[src/design/srpc_pkg.sv]
// ============================================================================
// srpc_pkg
// Shared types and constants of the stepper ramp parameter calculator.
// ============================================================================
`default_nettype none

package srpc_pkg;

    // Default values of the top level parameters.
    localparam int DEF_FRACTION_BITS = 16;
    localparam int DEF_MAX_DIVISOR   = 13;

    // Configuration port geometry and register indexes.
    localparam int CFG_IDX_W  = 3;
    localparam int CFG_DATA_W = 27;

    typedef enum logic [CFG_IDX_W-1:0] {
        REG_MICROSTEP_EXP   = 3'd0,
        REG_STEPS_PER_ROUND = 3'd1,
        REG_CLOCK_HZ        = 3'd2,
        REG_AUTO_DIVISORS   = 3'd3,
        REG_START_PULSE_DIV = 3'd4,
        REG_START_RAMP_DIV  = 3'd5
    } cfg_reg_t;

    // Register and state reset values.
    localparam logic [3:0]  RST_MICROSTEP_EXP   = 4'd6;
    localparam logic [12:0] RST_STEPS_PER_ROUND = 13'd200;
    localparam logic [26:0] RST_CLOCK_HZ        = 27'd16000000;
    localparam logic [3:0]  RST_PULSE_DIV       = 4'd6;
    localparam logic [3:0]  RST_RAMP_DIV        = 4'd7;
    localparam logic [11:0] RST_STORED_VEL      = 12'd200;
    localparam logic [10:0] RST_STORED_ACC      = 11'd200;

    // 1/(2*pi) scaled by 2^32.
    localparam logic [29:0] INV_TWO_PI = 30'd683565276;

    // Width of the scaled numerator |x| * steps * INV_TWO_PI.
    localparam int NUM_W = 75;
    // Divider remainder width (clock squared is below 2^54).
    localparam int REM_W = 54;
    // Raw quotient bits before rounding and the rounded saturation cap.
    localparam int QUO_W = 26;
    localparam logic [24:0] QUOT_CAP = 25'h1000000;

    // Search windows and controller limits.
    localparam logic [24:0] VEL_HIGH = 25'd2000;
    localparam logic [24:0] ACC_HIGH = 25'd2047;
    localparam logic [24:0] RAW_LOW  = 25'd50;
    localparam logic [4:0]  GAP_LIMIT = 5'd10;
    localparam int RAW_MAX = 2047;

    // One request: wanted velocity and acceleration.
    typedef struct packed {
        logic signed [31:0] velocity;
        logic signed [31:0] accel;
        logic               keep_velocity;
        logic               keep_accel;
    } in_t;

    // One result: raw controller values and divisors.
    typedef struct packed {
        logic signed [11:0] velocity_raw;
        logic [10:0]        accel_raw;
        logic [3:0]         pulse_divisor;
        logic [3:0]         ramp_divisor;
        logic               divisors_changed;
    } out_t;

endpackage

`default_nettype wire

[src/design/stepper_ramp_parameter_calc_unit.sv]
// ============================================================================
// stepper_ramp_parameter_calc_unit
// Converts wanted velocity and acceleration into raw motion controller units.
// ============================================================================
// Usage: a request on in_valid/in_ready carries a Q-format velocity and
// acceleration plus keep flags. Exactly one result follows on
// out_valid/out_ready. The user must write registers through cfg_wr_en,
// cfg_index and cfg_data only while the block is idle; nothing enforces it.
// Datapath: one shared 32x32 multiplier forms the squared clock and the
// scaled numerators, and a restoring divider produces one quotient bit per
// cycle. Each trial of a divisor divides a numerator of
// pd + microstep_exp + 60 - FRACTION_BITS bits for velocity and
// pd + rd + microstep_exp + 73 - FRACTION_BITS bits for acceleration.
// A keep flag skips its phase, and in auto mode every extra divisor step
// adds one more division.
// Throughput: one request at a time; in_ready is high only when idle.
// Reset: registers and stored divisors and raw values take their defaults.
// Stall: a result is held in the output register until taken, and no new
// request is accepted meanwhile.
// ============================================================================
`default_nettype none

module stepper_ramp_parameter_calc_unit #(
    parameter int FRACTION_BITS = srpc_pkg::DEF_FRACTION_BITS,
    parameter int MAX_DIVISOR   = srpc_pkg::DEF_MAX_DIVISOR
) (
    input  wire logic                                clk,
    input  wire logic                                rst_n,
    input  wire logic                                in_valid,
    output logic                                     in_ready,
    input  wire srpc_pkg::in_t                       in_data,
    output logic                                     out_valid,
    input  wire logic                                out_ready,
    output srpc_pkg::out_t                           out_data,
    input  wire logic                                cfg_wr_en,
    input  wire logic [srpc_pkg::CFG_IDX_W-1:0]      cfg_index,
    input  wire logic [srpc_pkg::CFG_DATA_W-1:0]     cfg_data
);

    import srpc_pkg::*;

    localparam logic [3:0] MAXD = 4'(MAX_DIVISOR);
    localparam int ITER_MAX = 2 * MAX_DIVISOR + 4;
    localparam int ITER_W = $clog2(ITER_MAX);
    localparam int VEL_BASE = NUM_W - 31 + 16 - FRACTION_BITS;
    localparam int ACC_BASE = NUM_W - 31 + 29 - FRACTION_BITS;
    localparam int CNT_W = $clog2(45 + ACC_BASE + 1);

    typedef enum logic [10:0] {
        S_IDLE   = 11'b00000000001,
        S_FF     = 11'b00000000010,
        S_MAG    = 11'b00000000100,
        S_XLO    = 11'b00000001000,
        S_XHI    = 11'b00000010000,
        S_XADD   = 11'b00000100000,
        S_DSTART = 11'b00001000000,
        S_DIV    = 11'b00010000000,
        S_DECIDE = 11'b00100000000,
        S_FINISH = 11'b01000000000,
        S_OUT    = 11'b10000000000
    } state_t;

    state_t state_reg, state_next;

    // Configuration registers.
    logic [3:0]  microstep_exp_reg;
    logic [12:0] steps_per_round_reg;
    logic [26:0] clock_hz_reg;
    logic        auto_divisors_reg;

    // Persistent state.
    logic [3:0]         pulse_cur_reg;
    logic [3:0]         ramp_cur_reg;
    logic signed [11:0] stored_vel_reg;
    logic [10:0]        stored_acc_reg;

    // Working registers.
    in_t                   in_reg;
    logic                  phase_reg;
    logic [3:0]            pd_reg;
    logic [3:0]            rd_reg;
    logic [ITER_W-1:0]     iter_reg;
    logic [53:0]           den2_reg;
    logic [63:0]           prod_reg;
    logic [44:0]           m_reg;
    logic [NUM_W-1:0]      x_reg;
    logic [NUM_W-1:0]      xs_reg;
    logic [REM_W-1:0]      rem_reg;
    logic [QUO_W-1:0]      quo_reg;
    logic                  ovf_reg;
    logic [CNT_W-1:0]      cnt_reg;
    logic signed [25:0]    vel_reg;
    logic [24:0]           acc_reg;
    out_t                  out_reg;
    logic                  out_valid_reg;

    // Magnitude of a signed 32-bit field.
    function automatic logic [31:0] mag_of(input logic signed [31:0] v);
        mag_of = v[31] ? (~v + 32'd1) : v;
    endfunction

    logic        in_fire;
    logic [26:0] fclk;
    logic [31:0] mag_sel;
    logic [31:0] mul_a, mul_b;
    logic [63:0] p_mul;

    assign in_ready  = (state_reg == S_IDLE);
    assign in_fire   = in_valid && in_ready;
    assign out_valid = out_valid_reg;
    assign out_data  = out_reg;
    assign fclk      = (clock_hz_reg == 27'd0) ? 27'd1 : clock_hz_reg;
    assign mag_sel   = phase_reg ? mag_of(in_reg.accel) : mag_of(in_reg.velocity);

    // Shared multiplier operand selection.
    always_comb
    begin
        mul_a = 32'd0;
        mul_b = 32'd0;
        unique case (state_reg)
            S_FF:
            begin
                mul_a = {5'd0, fclk};
                mul_b = {5'd0, fclk};
            end
            S_MAG:
            begin
                mul_a = mag_sel;
                mul_b = {19'd0, steps_per_round_reg};
            end
            S_XLO:
            begin
                mul_a = {9'd0, prod_reg[22:0]};
                mul_b = {2'd0, INV_TWO_PI};
            end
            S_XHI:
            begin
                mul_a = {10'd0, m_reg[44:23]};
                mul_b = {2'd0, INV_TWO_PI};
            end
            default:
            begin
                mul_a = 32'd0;
                mul_b = 32'd0;
            end
        endcase
    end

    assign p_mul = mul_a * mul_b;

    // Divider step and operand setup.
    logic [REM_W-1:0] den_sel;
    logic [REM_W:0]   rem_shift;
    logic             rem_ge;
    logic [CNT_W-1:0] n_bits;

    assign den_sel   = phase_reg ? den2_reg : {27'd0, fclk};
    assign rem_shift = {rem_reg, xs_reg[NUM_W-1]};
    assign rem_ge    = (rem_shift >= {1'b0, den_sel});
    assign n_bits    = phase_reg
        ? (CNT_W'(microstep_exp_reg) + CNT_W'(pd_reg) + CNT_W'(rd_reg) + CNT_W'(ACC_BASE))
        : (CNT_W'(microstep_exp_reg) + CNT_W'(pd_reg) + CNT_W'(VEL_BASE));

    // Round to nearest from the doubled quotient, with saturation.
    logic [26:0] quo_inc;
    logic [25:0] quo_half;
    logic [24:0] q_round;

    assign quo_inc  = {1'b0, quo_reg} + 27'd1;
    assign quo_half = quo_inc[26:1];
    assign q_round  = (ovf_reg || (quo_half > {1'b0, QUOT_CAP})) ? QUOT_CAP : quo_half[24:0];

    // Divisor search decisions.
    logic               vmag_nz;
    logic [3:0]         npd, nrd;
    logic signed [4:0]  gap_s;
    logic [4:0]         gap_abs;
    logic               last_iter;
    logic               search_done;
    logic signed [25:0] vel_trial;

    assign vmag_nz   = (in_reg.velocity != 32'sd0);
    assign gap_s     = $signed({1'b0, rd_reg}) - $signed({1'b0, pd_reg});
    assign gap_abs   = gap_s[4] ? 5'(-gap_s) : 5'(gap_s);
    assign last_iter = (iter_reg == ITER_W'(ITER_MAX - 1));
    assign vel_trial = in_reg.velocity[31] ? -$signed({1'b0, q_round})
                                           : $signed({1'b0, q_round});

    always_comb
    begin
        npd = pd_reg;
        if ((q_round > VEL_HIGH) && (pd_reg > 4'd0) && vmag_nz)
        begin
            npd = npd - 4'd1;
        end
        if ((q_round < RAW_LOW) && (pd_reg < MAXD) && vmag_nz)
        begin
            npd = npd + 4'd1;
        end
        nrd = rd_reg;
        if ((q_round > ACC_HIGH) && (rd_reg > 4'd0) && (gap_abs < GAP_LIMIT))
        begin
            nrd = nrd - 4'd1;
        end
        if ((q_round < RAW_LOW) && (rd_reg < MAXD) && (gap_abs < GAP_LIMIT))
        begin
            nrd = nrd + 4'd1;
        end
        if (phase_reg)
        begin
            search_done = (nrd == rd_reg) || !auto_divisors_reg || last_iter;
        end
        else
        begin
            search_done = (npd == pd_reg) || !auto_divisors_reg || last_iter;
        end
    end

    // Final limits on acceleration and velocity.
    logic signed [5:0]  d_s;
    logic signed [5:0]  dm1;
    logic signed [5:0]  dp12;
    logic [27:0]        acc_src;
    logic [27:0]        acc_lo_lim;
    logic [27:0]        acc_hi_lim;
    logic [27:0]        acc_a, acc_b;
    logic [10:0]        acc_fin;
    logic signed [25:0] vel_src;
    logic signed [11:0] vel_fin;

    assign d_s        = $signed({2'b0, rd_reg}) - $signed({2'b0, pd_reg});
    assign dm1        = d_s - 6'sd1;
    assign dp12       = d_s + 6'sd12;
    assign acc_src    = in_reg.keep_accel ? {17'd0, stored_acc_reg} : {3'd0, acc_reg};
    assign acc_lo_lim = 28'd1 << dm1[3:0];
    assign acc_hi_lim = (28'd1 << dp12[4:0]) - 28'd1;
    assign vel_src    = in_reg.keep_velocity ? 26'(stored_vel_reg) : vel_reg;

    always_comb
    begin
        acc_a = acc_src;
        if ((d_s >= 6'sd1) && (acc_a < acc_lo_lim))
        begin
            acc_a = acc_lo_lim;
        end
        if (dp12 <= 6'sd0)
        begin
            acc_b = 28'd0;
        end
        else if (acc_a > acc_hi_lim)
        begin
            acc_b = acc_hi_lim;
        end
        else
        begin
            acc_b = acc_a;
        end
        if (acc_b > 28'(RAW_MAX))
        begin
            acc_fin = 11'(RAW_MAX);
        end
        else if (acc_b == 28'd0)
        begin
            acc_fin = 11'd1;
        end
        else
        begin
            acc_fin = acc_b[10:0];
        end
        if (vel_src < -26'sd2047)
        begin
            vel_fin = -12'sd2047;
        end
        else if (vel_src > 26'sd2047)
        begin
            vel_fin = 12'sd2047;
        end
        else if (vel_src == 26'sd0)
        begin
            vel_fin = 12'sd1;
        end
        else
        begin
            vel_fin = vel_src[11:0];
        end
    end

    // Sequencer next state.
    always_comb
    begin
        state_next = state_reg;
        unique case (state_reg)
            S_IDLE:
            begin
                if (in_fire)
                begin
                    state_next = S_FF;
                end
            end
            S_FF:
            begin
                if (!in_reg.keep_velocity || !in_reg.keep_accel)
                begin
                    state_next = S_MAG;
                end
                else
                begin
                    state_next = S_FINISH;
                end
            end
            S_MAG:    state_next = S_XLO;
            S_XLO:    state_next = S_XHI;
            S_XHI:    state_next = S_XADD;
            S_XADD:   state_next = S_DSTART;
            S_DSTART: state_next = S_DIV;
            S_DIV:
            begin
                if (cnt_reg == '0)
                begin
                    state_next = S_DECIDE;
                end
            end
            S_DECIDE:
            begin
                if (!search_done)
                begin
                    state_next = S_DSTART;
                end
                else if (!phase_reg && !in_reg.keep_accel)
                begin
                    state_next = S_MAG;
                end
                else
                begin
                    state_next = S_FINISH;
                end
            end
            S_FINISH: state_next = S_OUT;
            S_OUT:
            begin
                if (out_ready)
                begin
                    state_next = S_IDLE;
                end
            end
            default:  state_next = S_IDLE;
        endcase
    end

    // Control state, configuration and stored values.
    always_ff @(posedge clk or negedge rst_n)
    begin
        if (!rst_n)
        begin
            state_reg           <= S_IDLE;
            out_valid_reg       <= 1'b0;
            microstep_exp_reg   <= RST_MICROSTEP_EXP;
            steps_per_round_reg <= RST_STEPS_PER_ROUND;
            clock_hz_reg        <= RST_CLOCK_HZ;
            auto_divisors_reg   <= 1'b0;
            pulse_cur_reg       <= RST_PULSE_DIV;
            ramp_cur_reg        <= RST_RAMP_DIV;
            stored_vel_reg      <= RST_STORED_VEL;
            stored_acc_reg      <= RST_STORED_ACC;
            phase_reg           <= 1'b0;
            iter_reg            <= '0;
            cnt_reg             <= '0;
        end
        else
        begin
            state_reg <= state_next;

            if (cfg_wr_en)
            begin
                unique case (cfg_index)
                    REG_MICROSTEP_EXP:   microstep_exp_reg   <= cfg_data[3:0];
                    REG_STEPS_PER_ROUND: steps_per_round_reg <= cfg_data[12:0];
                    REG_CLOCK_HZ:        clock_hz_reg        <= cfg_data[26:0];
                    REG_AUTO_DIVISORS:   auto_divisors_reg   <= cfg_data[0];
                    REG_START_PULSE_DIV:
                    begin
                        pulse_cur_reg <= (cfg_data[3:0] > MAXD) ? MAXD : cfg_data[3:0];
                    end
                    REG_START_RAMP_DIV:
                    begin
                        ramp_cur_reg <= (cfg_data[3:0] > MAXD) ? MAXD : cfg_data[3:0];
                    end
                    default:
                    begin
                    end
                endcase
            end

            if (in_fire)
            begin
                phase_reg <= in_data.keep_velocity;
                iter_reg  <= '0;
            end

            if (state_reg == S_DSTART)
            begin
                cnt_reg <= n_bits;
            end
            else if ((state_reg == S_DIV) && (cnt_reg != '0))
            begin
                cnt_reg <= cnt_reg - CNT_W'(1);
            end

            if (state_reg == S_DECIDE)
            begin
                if (!search_done)
                begin
                    iter_reg <= iter_reg + ITER_W'(1);
                end
                else
                begin
                    phase_reg <= 1'b1;
                    iter_reg  <= '0;
                end
            end

            if (state_reg == S_FINISH)
            begin
                out_valid_reg  <= 1'b1;
                pulse_cur_reg  <= pd_reg;
                ramp_cur_reg   <= rd_reg;
                stored_vel_reg <= vel_fin;
                stored_acc_reg <= acc_fin;
            end
            else if (out_valid_reg && out_ready)
            begin
                out_valid_reg <= 1'b0;
            end
        end
    end

    // Datapath registers.
    always_ff @(posedge clk)
    begin
        if (in_fire)
        begin
            in_reg <= in_data;
            pd_reg <= pulse_cur_reg;
            rd_reg <= ramp_cur_reg;
        end

        unique case (state_reg)
            S_FF:
            begin
                den2_reg <= p_mul[53:0];
            end
            S_MAG:
            begin
                prod_reg <= p_mul;
            end
            S_XLO:
            begin
                m_reg    <= prod_reg[44:0];
                prod_reg <= p_mul;
            end
            S_XHI:
            begin
                x_reg    <= NUM_W'(prod_reg[52:0]);
                prod_reg <= p_mul;
            end
            S_XADD:
            begin
                x_reg <= x_reg + {prod_reg[51:0], 23'd0};
            end
            S_DSTART:
            begin
                xs_reg  <= x_reg;
                rem_reg <= '0;
                quo_reg <= '0;
                ovf_reg <= 1'b0;
            end
            S_DIV:
            begin
                if (cnt_reg != '0)
                begin
                    xs_reg  <= {xs_reg[NUM_W-2:0], 1'b0};
                    rem_reg <= rem_ge ? REM_W'(rem_shift - {1'b0, den_sel})
                                      : rem_shift[REM_W-1:0];
                    quo_reg <= {quo_reg[QUO_W-2:0], rem_ge};
                    ovf_reg <= ovf_reg | quo_reg[QUO_W-1];
                end
            end
            S_DECIDE:
            begin
                if (phase_reg)
                begin
                    acc_reg <= q_round;
                    if (!search_done)
                    begin
                        rd_reg <= nrd;
                    end
                end
                else
                begin
                    vel_reg <= vel_trial;
                    if (!search_done)
                    begin
                        pd_reg <= npd;
                    end
                end
            end
            S_FINISH:
            begin
                out_reg.velocity_raw     <= vel_fin;
                out_reg.accel_raw        <= acc_fin;
                out_reg.pulse_divisor    <= pd_reg;
                out_reg.ramp_divisor     <= rd_reg;
                out_reg.divisors_changed <= (pd_reg != pulse_cur_reg) ||
                                            (rd_reg != ramp_cur_reg);
            end
            default:
            begin
            end
        endcase
    end

    // Checks on the sequencer and datapath.
    a_ready_excl_result: assert property (@(posedge clk) disable iff (!rst_n)
        in_ready |-> !out_valid)
        else $error("request accepted while a result is pending");

    a_one_at_a_time: assert property (@(posedge clk) disable iff (!rst_n)
        in_fire |=> !in_ready)
        else $error("ready stayed high after a request was taken");

    a_rem_below_den: assert property (@(posedge clk) disable iff (!rst_n)
        (state_reg == S_DIV) |-> (rem_reg < den_sel))
        else $error("divider remainder not below divisor");

    a_result_nonzero: assert property (@(posedge clk) disable iff (!rst_n)
        out_valid |-> ((out_data.accel_raw != 11'd0) && (out_data.velocity_raw != 12'sd0)))
        else $error("result raw value is zero");

endmodule

`default_nettype wire
[config.mk]
export PLATFORM = sky130hd
export DESIGN_NAME = stepper_ramp_parameter_calc_unit
export DESIGN_NICKNAME = d
export VERILOG_FILES = /design/src/design/srpc_pkg.sv /design/src/design/stepper_ramp_parameter_calc_unit.sv
export SDC_FILE = /design/constraint.sdc
export NUM_CORES = 2
export LEC_CHECK = 0
export BUFFER_PORTS_ARGS = -buffer_cell sky130_fd_sc_hd__buf_4
export CORE_MARGIN = 2
export CORE_UTILIZATION = 35
export DETAILED_ROUTE_END_ITERATION = 12
export HOLD_SLACK_MARGIN = 0.12
export REMOVE_ABC_BUFFERS = 1
export SYNTH_ARGS = -nofsm -noshare
export SYNTH_HDL_FRONTEND = slang
export SYNTH_SLANG_ARGS = --single-unit
[constraint.sdc]
create_clock -name clk -period 26 [get_ports clk]
set_input_delay 5.2 -clock clk [delete_from_list [all_inputs] [get_ports clk]]
set_output_delay 5.2 -clock clk [all_outputs]
set_load 0.03 [all_outputs]
======== Yosys cells after proc, flatten, opt, wreduce, memory -nomap -nowiden ========
Index checks and enable logic that the tools add are counted.
word-level totals
  register bits after elaboration ......... 641
  latch bits .............................. 0
  bits in writable memories ............... 0
  ROM bits ................................ 0
  bits of input ports ..................... 101
  logic and storage cells ................. 226
  memories kept ........................... 0
operators by class
  add/subtract/negate cells ............... 22
  $mul .................................... 1
  divide/modulo/power cells ............... 0
  $lt $le $gt $ge ......................... 18
  equality and inequality tests ........... 25
  shifts and indexed selects .............. 2
  muxes and demuxes ....................... 68
  bitwise gates (word level) .............. 4
  reductions and logical operators ........ 51
operator list
  cell                                                              number
  one-hot mux 75 bit (2 select lines)                               2
  two-way mux 54 bit                                                3
  one-hot mux 32 bit (4 select lines)                               1
  one-hot mux 11 bit (11 select lines)                              1
  one-hot mux 54 bit (2 select lines)                               1
  two-way mux 32 bit                                                3
  one-hot mux 30 bit (3 select lines)                               1
  two-way mux 28 bit                                                3
  two-way mux 4 bit                                                 19
  adder 75 bit                                                      1
  two-way mux 25 bit                                                3
  two-way mux 75 bit                                                1
  adder 32 x 1 -> 32 bit (second input constant)                    2
  inverter 32 bit                                                   2
  greater-or-equal comparator 55 x 54 -> 1 bit                      1
  two-way mux 11 bit                                                5
  multiplier 32 x 30 -> 54 bit                                      1
  subtractor 54 bit                                                 1
  two-way mux 26 bit                                                2
  one-hot mux 26 bit (2 select lines)                               1
  greater-than comparator 25 x 11 -> 1 bit (second input constant)  2
  two-way mux 12 bit                                                3
  nonzero test 32 bit                                               1
  two-way mux 10 bit                                                3
  other kinds (70)                                                  128

======== Depth between registers and ports, before layout ========
  depth after elaboration ................. 17
  mapped depth ............................ 39
  gate-level depth less buffers ........... 38

======== Worst setup path before layout ========
OpenSTA, ideal clock, no wires.
  path type ............................... flip-flop to flip-flop
  from .................................... register state_reg[2]
  to ...................................... register den2_reg[53] (data pin)
  setup time .............................. 0.260 ns
  data arrival time ....................... 11.302 ns
  data required time ...................... 25.740 ns
  setup slack ............................. 14.438 ns
  cell stages (with the launch flop) ...... 38
  path buffers ............................ 5
  cells stage by stage .................... dfrtp_1 -> nor2_1 -> nand2_1 -> nor4_1 -> nand2_1 -> nor3b_1 -> clkbuf_1 -> clkbuf_1 -> buf_1 -> nand2_1 -> nand2_1 -> clkbuf_1 -> nand2_1 -> fa_1 -> inv_1 -> fa_1 -> inv_1 -> fa_1 -> [... 2 more ...] -> fa_1 -> fa_1 -> fa_1 -> inv_1 -> fa_1 -> inv_1 -> ha_1 -> clkbuf_1 -> nand2_1 -> o21ai_0 -> nor3_1 -> a211oi_1 -> a22oi_1 -> a2111oi_0 -> o41ai_1 -> o21ai_0 -> a21oi_1 -> xnor2_1
on the way
  longest elaborated chain between the ends .. 4
  elaborated cells on any way between the ends .. 8
  classes of those cells .................. mul (1); eq/ne (4); mux (2); reduce/logical (1)
RTL lines
  element                                                             RTL line                                 text
  start, declared                                                     stepper_ramp_parameter_calc_unit.sv:63   state_t state_reg, state_next;
  start signal, assigned                                              stepper_ramp_parameter_calc_unit.sv:371  state_reg <= state_next;
  == test 11 x 5 -> 1 bit or == test 11 x 4 -> 1 bit (tied branches)  stepper_ramp_parameter_calc_unit.sv:120  unique case (state_reg)
  OR reduction 2 bit (no source line)                                 n/a
  one-hot mux 30 bit (3 select lines)                                 stepper_ramp_parameter_calc_unit.sv:120
  multiplier 32 x 30 -> 54 bit *                                      stepper_ramp_parameter_calc_unit.sv:149  assign p_mul = mul_a * mul_b;
  net p_mul[53]                                                       stepper_ramp_parameter_calc_unit.sv:106  logic [63:0] p_mul;
  end signal, assigned                                                stepper_ramp_parameter_calc_unit.sv:450  den2_reg <= p_mul[53:0];
  end, declared                                                       stepper_ramp_parameter_calc_unit.sv:83   logic [53:0] den2_reg;
The timed path passes the listed nets; every way through them passes the cells marked *.
A chain may end at the register's enable or synchronous reset.

======== Worst setup path in the final report ========
  from .................................... register state_reg[2]
  to ...................................... register den2_reg[52] (data pin)
Same word-level chain as after synthesis.

==> impl_metrics.toml <==
[run_status]
status = "complete, no violations"

[synthesis]
synthFlopType = "edfxtp_1"
yosysTopAreaCellShare_pct = 24.62
yosys_warnings = 0
seq_area_frac_synth_pct = 28.02
synth_top_cell_by_area = "fa_1"
ys_ff_latch = 618
syn-cell-area_sq_um = 64250
synth.distinct_cells = 104
yosys-top-cells-count = "inv_1, nand2_1, fa_1"
synth.avg_cell_area_sq_um = 9.550
synth_enable_flop_cells = 509
async_reset_ff_share_pct = 16.34
yosysMostFrequentCell = "inv_1"
synth_area_leaders = "fa_1, edfxtp_1, ha_1"
synthCells = 6728

[setup_path]
critPathArrivalTime_ns = 12.81
setup.worst_path.start = "state_reg[2]"
r2r_end = "den2_reg[52]"
r2r_cells = 36
cp.required_ns = 26.50
crit_slowest_cell = "a2111oi_0"
r2r-start = "state_reg[2]"
crit_end = "den2_reg[52]"
crit_type = "reg -> reg"
crit_path_max_fanout = 75
critPathCaptureType = "flip-flop"
rrSetupSlack_ns = 13.69
start_kind = "flip-flop"
cp_common_cell = "fa_1"
slowest_delay_ns = 0.93

[floorplanning]
die-area_sq_um = 187000
rows = 157
io_pins = 135
die_y_microns = 432.5
initial_utilization_pct = 35.17
placeableCoreArea_sq_um = 182700
die_w_microns = 432.5

[clock_network]
tritoncts.num_buffers = 77
cts.sinks = 618
htree_levels = 3
clkSlewWorstSetupHoldPaths_ns = 0.06
hold_buffers = 0
cts_buffer_depth = 3
cts_root_buf = "clkbuf_16"
worstSkewPairLatency_ns = 0.71
tritoncts = "built"
postCtsResizedCells = 0
cts_setup_buffers = 0

[worst_hold_path]
hp-class = "reg -> reg"

[final_layout]
nNetsFinal = 8110
final_util_pct = 38.81
drive_gt1_share_pct = 7.495
areaGrowthSynthToFinish_pct = 10.35
fill_cells = 18220

[placement]
place.port_buffers = 134
hpwl_mm = 168.8
routabilityCongestion = 0.9864

[route]
dr.pass1.iters = 6
drt_first_iter_violations = 4400
wirelength_mm = 214.7
ant_nets = 0
wl_per_cell_microns = 23.17
viasPerCell = 5.347
drc = 0
vias = 49550

[global_routing]
grt_max_degree = 107
antenna_found_initial = 12
overflow = 0
grt_pass1_vias = 49980
grt_pass1_wl_mm = 320.7
grt_usage_pct = 22.91

[sta]
final-setup-viol-count = 0
rsz0062_at_grt = "false"
timing.fmax_mhz = 81.23
slew_headroom_pct = 6.684
fin_skew_ns = 0.05693
finalCritPeriodShare_pct = 47.35
period_minus_slack_ns = 12.31
drv_slew = 0
finalSetupTns_ns = 0
tightest_slew_ns = 1.400
hold_viol = 0

[power]
power.internal_mw = 3.092
power.static_leakage_nw = 31.84
p_comb_share_pct = 58.9
power_density_nw_per_um2 = 85.26
switchingPower_mw = 2.953
p_sw_share_pct = 48.85
pwr-share-seq_pct = 22.8
worst_ir_drop_vdd_mv = 0.1297
clkPwrFrac_pct = 18.4

[job]
max-cap-violations = 0
[worst min path at each step]
stage	depth (start not counted)	endpoint	slack, ns	startpoint
2_1_floorplan	2	stored_vel_reg[10]	0.44	stored_vel_reg[10]
6_report	2	stored_vel_reg[3]	0.46	stored_vel_reg[3]
4_1_cts	2	stored_vel_reg[3]	0.47	stored_vel_reg[3]
3_3_place_gp	2	stored_vel_reg[3]	0.45	stored_vel_reg[3]
5_1_grt	2	stored_vel_reg[6]	0.49	stored_vel_reg[6]
3_5_place_dp	2	stored_vel_reg[3]	0.46	stored_vel_reg[3]
[power groups by stage]
stage / logic [mW] / clock network (mW) / registers (mW)
after floorplan: 2.36 / 0 / 1.35
after global placement: 3.45 / 0 / 1.39
after detailed placement: 3.48 / 0 / 1.39
after CTS: 3.50 / 1.13 / 1.37
after global routing: 3.91 / 1.17 / 1.38
final: 3.56 / 1.11 / 1.38
[routing by layer]
layer	wire (microns)	global-route usage (%)
met4	13350	12.24
met1	86620	29.54
met5	18	0
met3	16560	3.925
met2	98150	36.73
[cell families (layout without fill, tap and decap cells)]
| family | count (synthesis) | count (layout) | synth area share, % |
|---|---|---|---|
| simple gates | 2166 | 2166 | 14.93 |
| buf+inv | 1281 | 1367 | 7.548 |
| fa+ha+maj | 1201 | 1201 | 32.62 |
| compound gates | 1007 | 1007 | 10.23 |
| flops | 618 | 618 | 28.02 |
| xor+xnor | 285 | 285 | 3.907 |
| mux | 168 | 168 | 2.734 |
| other cells | 2 | 69 | 0.01169 |
[final cells by class]
cell class,instances,area (sq um),area share [%]
clock buffer,93,2038,2.875
multi-input combinational,4886,41760,58.91
tap,2385,2984,4.209
sequential,618,18010,25.40
antenna,10,25.02,0.03530
clock inverter,49,574.3,0.8100
timing repair buffer,242,1814,2.559
inverter,983,3692,5.208
[stage by stage]
stage	power, mW	worst slack (ns)	hold slack (ns)	instance area, sq um	instances
after floorplan	3.709	7.707	0.4371	63300	6487
after global placement	4.842	14.11	0.4509	68260	9113
after detailed placement	4.866	13.97	0.4573	68260	9113
after CTS	6.008	13.94	0.4656	70870	9255
after global routing	6.460	13.17	0.4880	70880	9260
final	6.045	13.69	0.4612	70900	9266
[cells in the final DEF, fill, tap and decap left out, drive strengths merged, types with 164 or more instances in the layout]
| master | instances |
|---|---|
| a21oi | 251 |
| buf | 242 |
| edfxtp | 509 |
| fa | 790 |
| ha | 411 |
| inv | 989 |
| nand2 | 938 |
| nor2 | 654 |
| o21ai | 235 |
| xnor2 | 164 |
[worst max-delay path, delay by kind of cell (launching register included)]
family / cells / cell delay [ns]
adders and majority gates: 9 / 4.31
AOI/OAI and AO/OA: 9 / 3.27
buffers and inverters: 8 / 2.03
and+or+nand+nor: 10 / 1.98
DFF: 1 / 0.39
No activity file was read; power rests on OpenSTA's default activity.
